File: config.mk
export PLATFORM = sky130hd
export DESIGN_NAME = board_system_control_registers_top
export DESIGN_NICKNAME = d
export VERILOG_FILES = /design/src/design/bscr_pkg.sv /design/src/design/bscr_cfg_regs.sv /design/src/design/bscr_core.sv /design/src/design/bscr_out_buf.sv /design/src/design/board_system_control_registers_top.sv
export SDC_FILE = /design/constraint.sdc
export NUM_CORES = 1
export LEC_CHECK = 0
export BUFFER_PORTS_ARGS = -buffer_cell sky130_fd_sc_hd__buf_2
export CORE_MARGIN = 3
export CORE_UTILIZATION = 60
export DETAILED_ROUTE_END_ITERATION = 16
export GPL_ROUTABILITY_DRIVEN = 1
export PLACE_DENSITY = 0.85
export RECOVER_POWER = 100
export SYNTH_ARGS = -nofsm -noshare
export SYNTH_HDL_FRONTEND = slang
export SYNTH_SLANG_ARGS = --single-unit
File: constraint.sdc
create_clock -name clk -period 5.75 [get_ports clk]
set_clock_uncertainty 0.15 [all_clocks]
set_input_delay 0.575 -clock clk [delete_from_list [all_inputs] [get_ports clk]]
set_output_delay 0.575 -clock clk [all_outputs]
set_load 0.01 [all_outputs]
File: src/design/bscr_pkg.sv
// ----------------------------------------------------------------------------
// bscr_pkg: board system-control register block types and constants
// Shared payload types, configuration layout, operation codes and the
// register offset map, imported by every module of the block.
// ----------------------------------------------------------------------------
package bscr_pkg;

    localparam int ADDR_WIDTH  = 12;
    localparam int OFFSET_BITS = 12;
    localparam int DATA_WIDTH  = 32;
    localparam int PADDR_WIDTH = 4;

    localparam logic [ADDR_WIDTH-1:0] ADDR_MASK =
        (OFFSET_BITS >= ADDR_WIDTH) ? {ADDR_WIDTH{1'b1}}
                                    : ADDR_WIDTH'((1 << OFFSET_BITS) - 1);

    typedef enum logic [1:0] {
        OP_READ  = 2'd0,
        OP_WRITE = 2'd1,
        OP_TICK  = 2'd2
    } op_t;

    typedef enum logic [1:0] {
        CFG_BOARD_ID     = 2'd0,
        CFG_PROC_ID_ZERO = 2'd1,
        CFG_DIVIDE_LIMIT = 2'd2,
        CFG_FAST_STEP    = 2'd3
    } cfg_index_t;

    localparam logic [ADDR_WIDTH-1:0] OFF_BOARD_ID  = 12'h000;
    localparam logic [ADDR_WIDTH-1:0] OFF_LED       = 12'h008;
    localparam logic [ADDR_WIDTH-1:0] OFF_OSC0      = 12'h00c;
    localparam logic [ADDR_WIDTH-1:0] OFF_OSC1      = 12'h010;
    localparam logic [ADDR_WIDTH-1:0] OFF_OSC2      = 12'h014;
    localparam logic [ADDR_WIDTH-1:0] OFF_OSC3      = 12'h018;
    localparam logic [ADDR_WIDTH-1:0] OFF_OSC4      = 12'h01c;
    localparam logic [ADDR_WIDTH-1:0] OFF_LOCK      = 12'h020;
    localparam logic [ADDR_WIDTH-1:0] OFF_SLOW_CNT  = 12'h024;
    localparam logic [ADDR_WIDTH-1:0] OFF_FLAG      = 12'h030;
    localparam logic [ADDR_WIDTH-1:0] OFF_FLASH     = 12'h04c;
    localparam logic [ADDR_WIDTH-1:0] OFF_DISPLAY   = 12'h050;
    localparam logic [ADDR_WIDTH-1:0] OFF_FAST_CNT  = 12'h05c;
    localparam logic [ADDR_WIDTH-1:0] OFF_MISC      = 12'h070;
    localparam logic [ADDR_WIDTH-1:0] OFF_PROC_CFG  = 12'h080;
    localparam logic [ADDR_WIDTH-1:0] OFF_PROC_ID0  = 12'h084;
    localparam logic [ADDR_WIDTH-1:0] OFF_PROC_ID1  = 12'h088;
    localparam logic [ADDR_WIDTH-1:0] OFF_INT_MODE  = 12'h0d8;

    localparam logic [DATA_WIDTH-1:0] DISPLAY_VALUE     = 32'h0000_1000;
    localparam logic [DATA_WIDTH-1:0] PROC_ID_ONE_VALUE = 32'hFF00_0000;

    localparam logic [15:0] DIVIDE_LIMIT_RESET = 16'd40000;
    localparam logic [7:0]  FAST_STEP_RESET    = 8'd6;

    typedef struct packed {
        logic [1:0]            op;
        logic [ADDR_WIDTH-1:0] addr;
        logic [DATA_WIDTH-1:0] wdata;
    } cmd_t;

    typedef struct packed {
        logic [DATA_WIDTH-1:0] rdata;
        logic                  ok;
    } rsp_t;

    typedef struct packed {
        logic [DATA_WIDTH-1:0] board_id;
        logic [DATA_WIDTH-1:0] processor_id_zero;
        logic [15:0]           divide_limit;
        logic [7:0]            fast_step;
    } cfg_t;

endpackage

File: src/design/bscr_cfg_regs.sv
// ----------------------------------------------------------------------------
// bscr_cfg_regs: configuration register file
// APB-style write and read access to the board ID, processor ID, prescaler
// limit and fast counter step.
// ----------------------------------------------------------------------------
module bscr_cfg_regs (
    input  logic                             clk,
    input  logic                             rst_n,
    input  logic                             psel,
    input  logic                             penable,
    input  logic                             pwrite,
    input  logic [bscr_pkg::PADDR_WIDTH-1:0] paddr,
    input  logic [bscr_pkg::DATA_WIDTH-1:0]  pwdata,
    output logic [bscr_pkg::DATA_WIDTH-1:0]  prdata,
    output logic                             pready,
    output bscr_pkg::cfg_t                   cfg
);
    import bscr_pkg::*;

    cfg_t       cfg_reg;
    cfg_index_t idx;
    logic       wr_en;

    assign idx    = cfg_index_t'(paddr[3:2]);
    assign wr_en  = psel && penable && pwrite;
    assign pready = 1'b1;
    assign cfg    = cfg_reg;

    always_ff @(posedge clk or negedge rst_n)
    begin
        if (!rst_n)
        begin
            cfg_reg.board_id          <= '0;
            cfg_reg.processor_id_zero <= '0;
            cfg_reg.divide_limit      <= DIVIDE_LIMIT_RESET;
            cfg_reg.fast_step         <= FAST_STEP_RESET;
        end
        else if (wr_en)
        begin
            case (idx)
                CFG_BOARD_ID:     cfg_reg.board_id          <= pwdata;
                CFG_PROC_ID_ZERO: cfg_reg.processor_id_zero <= pwdata;
                CFG_DIVIDE_LIMIT: cfg_reg.divide_limit      <= pwdata[15:0];
                CFG_FAST_STEP:    cfg_reg.fast_step         <= pwdata[7:0];
                default:          ;
            endcase
        end
    end

    always_comb
    begin
        case (idx)
            CFG_BOARD_ID:     prdata = cfg_reg.board_id;
            CFG_PROC_ID_ZERO: prdata = cfg_reg.processor_id_zero;
            CFG_DIVIDE_LIMIT: prdata = {16'd0, cfg_reg.divide_limit};
            CFG_FAST_STEP:    prdata = {24'd0, cfg_reg.fast_step};
            default:          prdata = '0;
        endcase
    end

endmodule

File: src/design/bscr_core.sv
// ----------------------------------------------------------------------------
// bscr_core: register decode and state update
// Decodes one command beat, updates the board registers and counters on
// the accepting edge and presents the response for that beat.
// ----------------------------------------------------------------------------
module bscr_core (
    input  logic           clk,
    input  logic           rst_n,
    input  logic           fire,
    input  bscr_pkg::cmd_t cmd,
    input  bscr_pkg::cfg_t cfg,
    output bscr_pkg::rsp_t rsp
);
    import bscr_pkg::*;

    logic [DATA_WIDTH-1:0] led_reg,      led_next;
    logic [DATA_WIDTH-1:0] lock_reg,     lock_next;
    logic [DATA_WIDTH-1:0] flag_reg,     flag_next;
    logic [DATA_WIDTH-1:0] int_mode_reg, int_mode_next;
    logic [DATA_WIDTH-1:0] slow_cnt_reg, slow_cnt_next;
    logic [DATA_WIDTH-1:0] fast_cnt_reg, fast_cnt_next;
    logic [15:0]           prescale_reg, prescale_next;
    logic [ADDR_WIDTH-1:0] off;

    assign off = cmd.addr & ADDR_MASK;

    always_comb
    begin
        led_next      = led_reg;
        lock_next     = lock_reg;
        flag_next     = flag_reg;
        int_mode_next = int_mode_reg;
        slow_cnt_next = slow_cnt_reg;
        fast_cnt_next = fast_cnt_reg;
        prescale_next = prescale_reg;
        rsp.rdata     = '0;
        rsp.ok        = 1'b0;
        case (cmd.op)
            OP_READ:
            begin
                rsp.ok = 1'b1;
                case (off) inside
                    OFF_BOARD_ID: rsp.rdata = cfg.board_id;
                    OFF_LED:      rsp.rdata = led_reg;
                    OFF_OSC0, OFF_OSC1, OFF_OSC2, OFF_OSC3, OFF_OSC4,
                    OFF_FLASH, OFF_MISC, OFF_PROC_CFG:
                                  rsp.rdata = '0;
                    OFF_LOCK:     rsp.rdata = lock_reg;
                    OFF_SLOW_CNT: rsp.rdata = slow_cnt_reg;
                    OFF_FLAG:     rsp.rdata = flag_reg;
                    OFF_DISPLAY:  rsp.rdata = DISPLAY_VALUE;
                    OFF_FAST_CNT: rsp.rdata = fast_cnt_reg;
                    OFF_PROC_ID0: rsp.rdata = cfg.processor_id_zero;
                    OFF_PROC_ID1: rsp.rdata = PROC_ID_ONE_VALUE;
                    OFF_INT_MODE: rsp.rdata = int_mode_reg;
                    default:      rsp.ok    = 1'b0;
                endcase
            end
            OP_WRITE:
            begin
                rsp.ok = 1'b1;
                case (off) inside
                    OFF_LED:      led_next      = cmd.wdata;
                    OFF_LOCK:     lock_next     = cmd.wdata;
                    OFF_FLAG:     flag_next     = cmd.wdata;
                    OFF_INT_MODE: int_mode_next = cmd.wdata;
                    OFF_OSC0, OFF_OSC1, OFF_OSC2, OFF_OSC3, OFF_OSC4,
                    OFF_FLASH, OFF_DISPLAY, OFF_MISC:
                                  ;
                    default:      rsp.ok = 1'b0;
                endcase
            end
            OP_TICK:
            begin
                rsp.ok = 1'b1;
                if (prescale_reg >= cfg.divide_limit)
                begin
                    slow_cnt_next = slow_cnt_reg + 32'd1;
                    prescale_next = '0;
                end
                else
                begin
                    prescale_next = prescale_reg + 16'd1;
                end
                fast_cnt_next = fast_cnt_reg + {24'd0, cfg.fast_step};
            end
            default:
            begin
                rsp.ok = 1'b0;
            end
        endcase
    end

    always_ff @(posedge clk or negedge rst_n)
    begin
        if (!rst_n)
        begin
            led_reg      <= '0;
            lock_reg     <= '0;
            flag_reg     <= '0;
            int_mode_reg <= '0;
            slow_cnt_reg <= '0;
            fast_cnt_reg <= '0;
            prescale_reg <= '0;
        end
        else if (fire)
        begin
            led_reg      <= led_next;
            lock_reg     <= lock_next;
            flag_reg     <= flag_next;
            int_mode_reg <= int_mode_next;
            slow_cnt_reg <= slow_cnt_next;
            fast_cnt_reg <= fast_cnt_next;
            prescale_reg <= prescale_next;
        end
    end

endmodule

File: src/design/bscr_out_buf.sv
// ----------------------------------------------------------------------------
// bscr_out_buf: response register with skid stage
// Holds the response beat for the consumer and catches one more beat while
// the consumer stalls, so the command side keeps moving.
// ----------------------------------------------------------------------------
module bscr_out_buf (
    input  logic           clk,
    input  logic           rst_n,
    input  logic           in_fire,
    input  bscr_pkg::rsp_t in_rsp,
    output logic           full,
    output logic           rsp_valid,
    input  logic           rsp_stall,
    output bscr_pkg::rsp_t rsp
);
    import bscr_pkg::*;

    logic main_valid_reg;
    logic skid_valid_reg;
    rsp_t main_reg;
    rsp_t skid_reg;
    logic main_free;

    assign main_free = !main_valid_reg || !rsp_stall;
    assign full      = skid_valid_reg;
    assign rsp_valid = main_valid_reg;
    assign rsp       = main_reg;

    always_ff @(posedge clk or negedge rst_n)
    begin
        if (!rst_n)
        begin
            main_valid_reg <= 1'b0;
            skid_valid_reg <= 1'b0;
        end
        else if (main_free)
        begin
            main_valid_reg <= skid_valid_reg || in_fire;
            skid_valid_reg <= 1'b0;
        end
        else if (in_fire)
        begin
            skid_valid_reg <= 1'b1;
        end
    end

    always_ff @(posedge clk)
    begin
        if (main_free)
        begin
            main_reg <= skid_valid_reg ? skid_reg : in_rsp;
        end
        else if (in_fire)
        begin
            skid_reg <= in_rsp;
        end
    end

endmodule

File: src/design/board_system_control_registers_top.sv
// ----------------------------------------------------------------------------
// board_system_control_registers_top: board system-control register block
// Bus reads, bus writes and clock ticks against the board control registers.
// ----------------------------------------------------------------------------
// Each command beat (read, write or tick) produces exactly one response beat,
// in order. A command is taken in any cycle in which the response skid stage
// is empty, so back-to-back commands run at one per cycle; the response is
// registered, in the skid stage on a stall. The two-entry response buffer
// lets one further command in while a response waits on a stalled consumer.
// Decode and the register or counter update finish in the accepting cycle.
// Configuration registers sit on the APB port at byte offsets 0x0, 0x4, 0x8
// and 0xC and should be written only while no command is in flight.
module board_system_control_registers_top (
    input  logic                             clk,
    input  logic                             rst_n,
    input  logic                             cmd_valid,
    output logic                             cmd_stall,
    input  bscr_pkg::cmd_t                   cmd,
    output logic                             rsp_valid,
    input  logic                             rsp_stall,
    output bscr_pkg::rsp_t                   rsp,
    input  logic                             psel,
    input  logic                             penable,
    input  logic                             pwrite,
    input  logic [bscr_pkg::PADDR_WIDTH-1:0] paddr,
    input  logic [bscr_pkg::DATA_WIDTH-1:0]  pwdata,
    output logic [bscr_pkg::DATA_WIDTH-1:0]  prdata,
    output logic                             pready
);
    import bscr_pkg::*;

    cfg_t cfg;
    rsp_t core_rsp;
    logic fire;
    logic buf_full;

    assign cmd_stall = buf_full;
    assign fire      = cmd_valid && !buf_full;

    bscr_cfg_regs u_cfg (
        .clk     (clk),
        .rst_n   (rst_n),
        .psel    (psel),
        .penable (penable),
        .pwrite  (pwrite),
        .paddr   (paddr),
        .pwdata  (pwdata),
        .prdata  (prdata),
        .pready  (pready),
        .cfg     (cfg)
    );

    bscr_core u_core (
        .clk   (clk),
        .rst_n (rst_n),
        .fire  (fire),
        .cmd   (cmd),
        .cfg   (cfg),
        .rsp   (core_rsp)
    );

    bscr_out_buf u_out (
        .clk       (clk),
        .rst_n     (rst_n),
        .in_fire   (fire),
        .in_rsp    (core_rsp),
        .full      (buf_full),
        .rsp_valid (rsp_valid),
        .rsp_stall (rsp_stall),
        .rsp       (rsp)
    );

`ifndef SYNTHESIS
    a_stall_needs_rsp: assert property (@(posedge clk) disable iff (!rst_n)
        cmd_stall |-> rsp_valid)
        else $error("command stalled with no response pending");

    a_fire_gives_rsp: assert property (@(posedge clk) disable iff (!rst_n)
        (cmd_valid && !cmd_stall && !rsp_valid) |=> rsp_valid)
        else $error("accepted command produced no response");

    a_tick_rsp: assert property (@(posedge clk) disable iff (!rst_n)
        (cmd_valid && !cmd_stall && !rsp_valid && cmd.op == OP_TICK)
        |=> (rsp.ok && rsp.rdata == '0))
        else $error("tick response not ok with zero data");
`endif

endmodule
# Yosys cells after proc, flatten, opt, wreduce, memory -nomap -nowiden
# Cells that the tools add are included.
[totals] reg_bits=364
[classes] add_sub_neg=3 n_eq_ne=22 bitwise=4 n_reduce_logical=25 order_cmp=1 mux=34
[op_table] cell="two-way mux 32 bit" count=12
[op_table] cell="one-hot mux 32 bit (4 select lines)" count=1
[op_table] cell="equality test 12 x 5 -> 1 bit (second input constant)" count=4
[op_table] cell="equality test 12 x 7 -> 1 bit (second input constant)" count=4
[op_table] cell="equality test 12 x 8 -> 1 bit (second input constant)" count=4
[op_table] cell="equality test 12 x 6 -> 1 bit (second input constant)" count=3
[op_table] cell="two-way mux 33 bit" count=1
[op_table] cell="adder 32 x 1 -> 32 bit (second input constant)" count=1
[op_table] cell="adder 32 x 8 -> 32 bit" count=1
[op_table] cell="equality test 12 x 4 -> 1 bit (second input constant)" count=2
[op_table] cell="two-way mux 1 bit" count=18
[op_table] cell="adder 16 x 1 -> 16 bit (second input constant)" count=1
[op_table] cell="greater-or-equal comparator 16 bit" count=1
[op_table] cell="two-way mux 16 bit" count=1
[op_table] cell="OR reduction 8 bit" count=2
[op_table] cell="logical NOT 12 bit" count=1
[op_table] cell="AND reduction 2 bit" count=6
[op_table] cell="equality test 2 bit (second input constant)" count=3
[op_table] cell="AND reduction 3 bit" count=2
[op_table] cell="AND reduction 6 bit" count=1
[op_table] cell="AND reduction 5 bit" count=1
[op_table] cell="equality test 2 x 1 -> 1 bit (second input constant)" count=2
[op_table] cell="logical NOT 2 bit" count=2
[op_table] cell="inverter 1 bit" count=4
[op_table] cell="other kinds (6)" count=11

# Logic depth before layout (Yosys ltp)
[depth] word_depth=14 mapped_depth=9 ltp_nobuf=9

# Modules after synthesis
# From an unflattened synthesis, not the netlist that was laid out.
[hier_totals] cells_unflattened=1540 hier_area_um2=18567.8
[modules_own_cells] module="bscr_core" area_each_um2=11900.2 instances=1 seq_area_each_um2=5205.0 cells_each=1162
[modules_own_cells] module="bscr_cfg_regs" area_each_um2=4045.1 instances=1 seq_area_each_um2=2210.9 cells_each=268
[modules_own_cells] module="bscr_out_buf" area_each_um2=2608.8 instances=1 seq_area_each_um2=2031.9 cells_each=109
[modules_own_cells] module="board_system_control_registers_top" area_each_um2=13.8 instances=1 seq_area_each_um2=0.0 cells_each=1

# Worst setup path before layout
# Ideal clock, no wire load.
[synth_timing] path_kind="input to register" startpoint="in rsp_stall" endpoint="reg u_out.skid_reg[0] in the netlist's numbering (enable)" setup_time_ps=471 n_path_buf=0 stages=2 slack_ps=1253 arrival_time_ps=3875 t_required_ps=5129 cell_sequence="nand2_1 -> nor3b_1"
[synth_via] elab_chain_cells=4
[synth_lines] item="start: declaration" line_no="board_system_control_registers_top.sv:20" text="input logic rsp_stall,"
[synth_lines] item="logical NOT 1 bit" line_no="bscr_out_buf.sv:24" text="assign main_free = !main_valid_reg || !rsp_stall;"
[synth_lines] item="logical OR 1 bit" line_no="bscr_out_buf.sv:24"
[synth_lines] item="inverter 1 bit (no line)"
[synth_lines] item="AND reduction 2 bit (no line)"
[synth_lines] item="end signal: assignment" line_no="bscr_out_buf.sv:55" text="skid_reg <= in_rsp;"
[synth_lines] item="end: declaration" line_no="bscr_out_buf.sv:21" text="rsp_t skid_reg;"
# No other way between the ends.
# A chain may end at the register's enable or synchronous reset.

# Final worst setup path
[layout_timing] startpoint="in cmd[36] in the netlist's numbering" endpoint="reg u_core.led_reg[7]"
[layout_via] elab_chain_cells=2
[layout_lines] item="start: declaration" line_no="board_system_control_registers_top.sv:18" text="input bscr_pkg::cmd_t cmd,"
[layout_lines] item="equality test 12 x 4 -> 1 bit (no line)"
[layout_lines] item="AND reduction 3 bit (no line)"
[layout_lines] item="end signal: assignment" line_no="bscr_core.sv:108" text="led_reg <= led_next;"
[layout_lines] item="end: declaration" line_no="bscr_core.sv:16" text="logic [DATA_WIDTH-1:0] led_reg, led_next;"
# No other way between the ends.

==> impl_metrics.toml <==
[status]
status = "finished, violations left"
violations = "capacitance limit, slew limit"

[pwr]
p_int_mw = 4.688
switchingPower_mw = 1.824
comb_power_share_pct = 14.5
power_mw = 6.512
power.density_nw_per_um2 = 324.2
pwr-share-seq_pct = 47.5
ir_drop_mv = 0.2676
swShare_pct = 28.01
power_leakage_nw = 8.825
pwr-share-clk_pct = 38.0

[cells_and_area]
drive_gt1_share_pct = 25.97
nFillCells = 2050
seq_area_um2 = 9448
layout.cells.most_common = "dfrtp_1"
layout_common_cells = "dfrtp_1 (291), mux2_2 (212), nand2_1 (89), nor2_1 (86), clkbuf_1 (86)"
fin_util_pct = 69.24
final_area_um2 = 20090
nets = 1753
largest_reg_flops = 88
multi_input_area_um2 = 7893
syn_to_final_growth_pct = 12.27
fin_cells = 2052

[setup_path]
worstPathArrival_ns = 4.99
cp_max_fo = 21
cp-start-kind = "input port"
cp-end-kind = "flop"
r2r_slack_ns = 1.09
crit_required_ns = 6.02
path_class = "input port to flop"

[timing]
hold_viol = 0
tightest_slew_ns = 3.382
timing.hold.ws_ns = 0.1041
fin_crit_sh_pct = 82.25
rsz0062_at_grt = "false"
fin_crit_ns = 4.729
relSlewSlack_pct = -125.5
fmax_ghz = 0.2115
timing_max_transition_violations_final = 362
finalSetupViolations = 0
setup_slack_ns = 1.021
fin_tns_setup_ns = 0

[place]
port_buffers = 153
place_area_um2 = 19010
dpl.cell_count = 1980
routabilityCongestion = 0.9330
hpwl_mm = 34.00
place_ws_ns = 1.639

[floorplanning]
fp.dieH_um = 178.7
die_w_um = 178.7
ios = 157
rows = 62
die_area_um2 = 31930
core_um2 = 29010
start_util_pct = 61.67

[job]
maxCapViolations = 11

[clock_network]
cts_resized = 0
clockBufferDepth = 3
postCtsSetupBuffers = 0
cts_buffers = 39
htree_num_levels = 2
cts.reportedPaths.clkPinSlew_ns = 0.06
clock_latency_ns = 0.54
ctsHoldBuffers = 0
tritoncts = "built"
clkSinkCount = 364
cts-root-buf = "clkbuf_16"

[yosys]
syn_inst = 1503
synth.area.top_cells = "dfrtp_1 (41%), mux2_2 (13%), edfxtp_1 (11%)"
synthesis.area_um2 = 17890
synth_flop_cell = "dfrtp_1"
synth_edf_count = 66
synth_cell_type_count = 86
syn_nets = 1619
ys_ff_latch = 364
yosysTopAreaCell = "dfrtp_1"
synth_top_area_share_pct = 40.70
async_reset_ff_share_pct = 81.87
ys_seq_area_share_pct = 52.80
yosysWarnings = 0
syn_avg_cell_area_um2 = 11.91

[worst_hold_path]
hp-class = "input port to flop"

[routing]
wirelength_mm = 50.64
drtAntennaViolNets = 0
drtPass1Iterations = 6
remaining_drc_errors = 0
routedWlPerCell_um = 24.68
vias = 13672
viasPerCell = 6.663
drtIter0Drc = 1523

[global_route]
grt_pass1_vias = 13805
antenna_found_initial = 2
grt_usage_pct = 31.68
grt_max_degree = 135
overflow = 0
grt_pass1_wl_mm = 77.98
-- power by group through the flow --
stage                     combinational, mW  clock (mW)  sequential, mW
after floorplan                       0.593           0            3.04
after global placement                0.900           0            3.11
after detailed placement              0.945           0            3.13
after CTS                             0.960        2.50            3.08
after global routing                   1.03        2.59            3.11
final                                 0.942        2.48            3.09
-- final cells by class --
| cell class | count | share of cell area, % |
|---|---|---|
| sequential | 364 | 47.03 |
| multi-input combinational | 1011 | 39.29 |
| clock buffer | 55 | 5.717 |
| timing repair buffer | 181 | 4.192 |
| tap | 384 | 2.392 |
| inverter | 40 | 0.7474 |
| clock inverter | 16 | 0.6228 |
| antenna | 1 | 0.01246 |
-- path summary, 6_finish.rpt --
| check | start | end | cells past startpoint |
|---|---|---|---|
| min reg2reg | u_core.lock_reg[28] | u_core.lock_reg[28] | 1 |
| max | cmd[36] | u_core.led_reg[7] | 8 |
| min in group asynchronous | rst_n | u_cfg.cfg[78] | 1 |
| max in group asynchronous | rst_n | u_core.lock_reg[11] | 2 |
| max reg2reg | u_out.full | u_core.flag_reg[9] | 5 |
| min | pwdata[25] | u_cfg.cfg[49] | 3 |
-- layer usage --
layer	part of all wire, %	wire length, um	GRT usage (%)
met1	39	19950	42.80
met2	48	24260	51.42
met3	8.8	4480	5.781
met4	3.8	1934	12.11
met5	0.022	11	0
-- cell usage after synthesis, types with 21 or more instances --
cell type / n
a21oi_1: 28
a221oi_1: 25
a22oi_1: 31
clkbuf_1: 51
dfrtp_1: 291
edfxtp_1: 66
ha_1: 26
inv_1: 39
mux2_2: 213
mux2i_1: 25
nand2_1: 90
nand3_1: 35
nand4_1: 21
nor2_1: 86
nor3_1: 26
o21ai_0: 63
o21ai_1: 30
o221ai_1: 27
o22ai_1: 24
xnor2_1: 35
xor2_1: 38
-- cells by family after synthesis --
family                     after synthesis  share of synthesized area, %
buffers and inverters                  128                         3.000
muxes                                  256                         16.44
DFF                                    364                         52.80
xor gates and xnor gates                73                         3.573
adders and majority gates               27                         1.930
other                                    1                       0.02096
AOI/OAI and AO/OA                      307                         11.87
and+or+nand+nor                        347                         10.37
-- worst max-delay path, stage by stage --
cell and delay, ns:
clkbuf_1 0.30, nor4_1 0.49, nand4_1 0.73, nor2_2 0.25, clkbuf_1 0.70, nand2_1 0.97, clkbuf_1 0.56, mux2_2 0.39
Note: power is estimated with default switching activity, not from simulation.
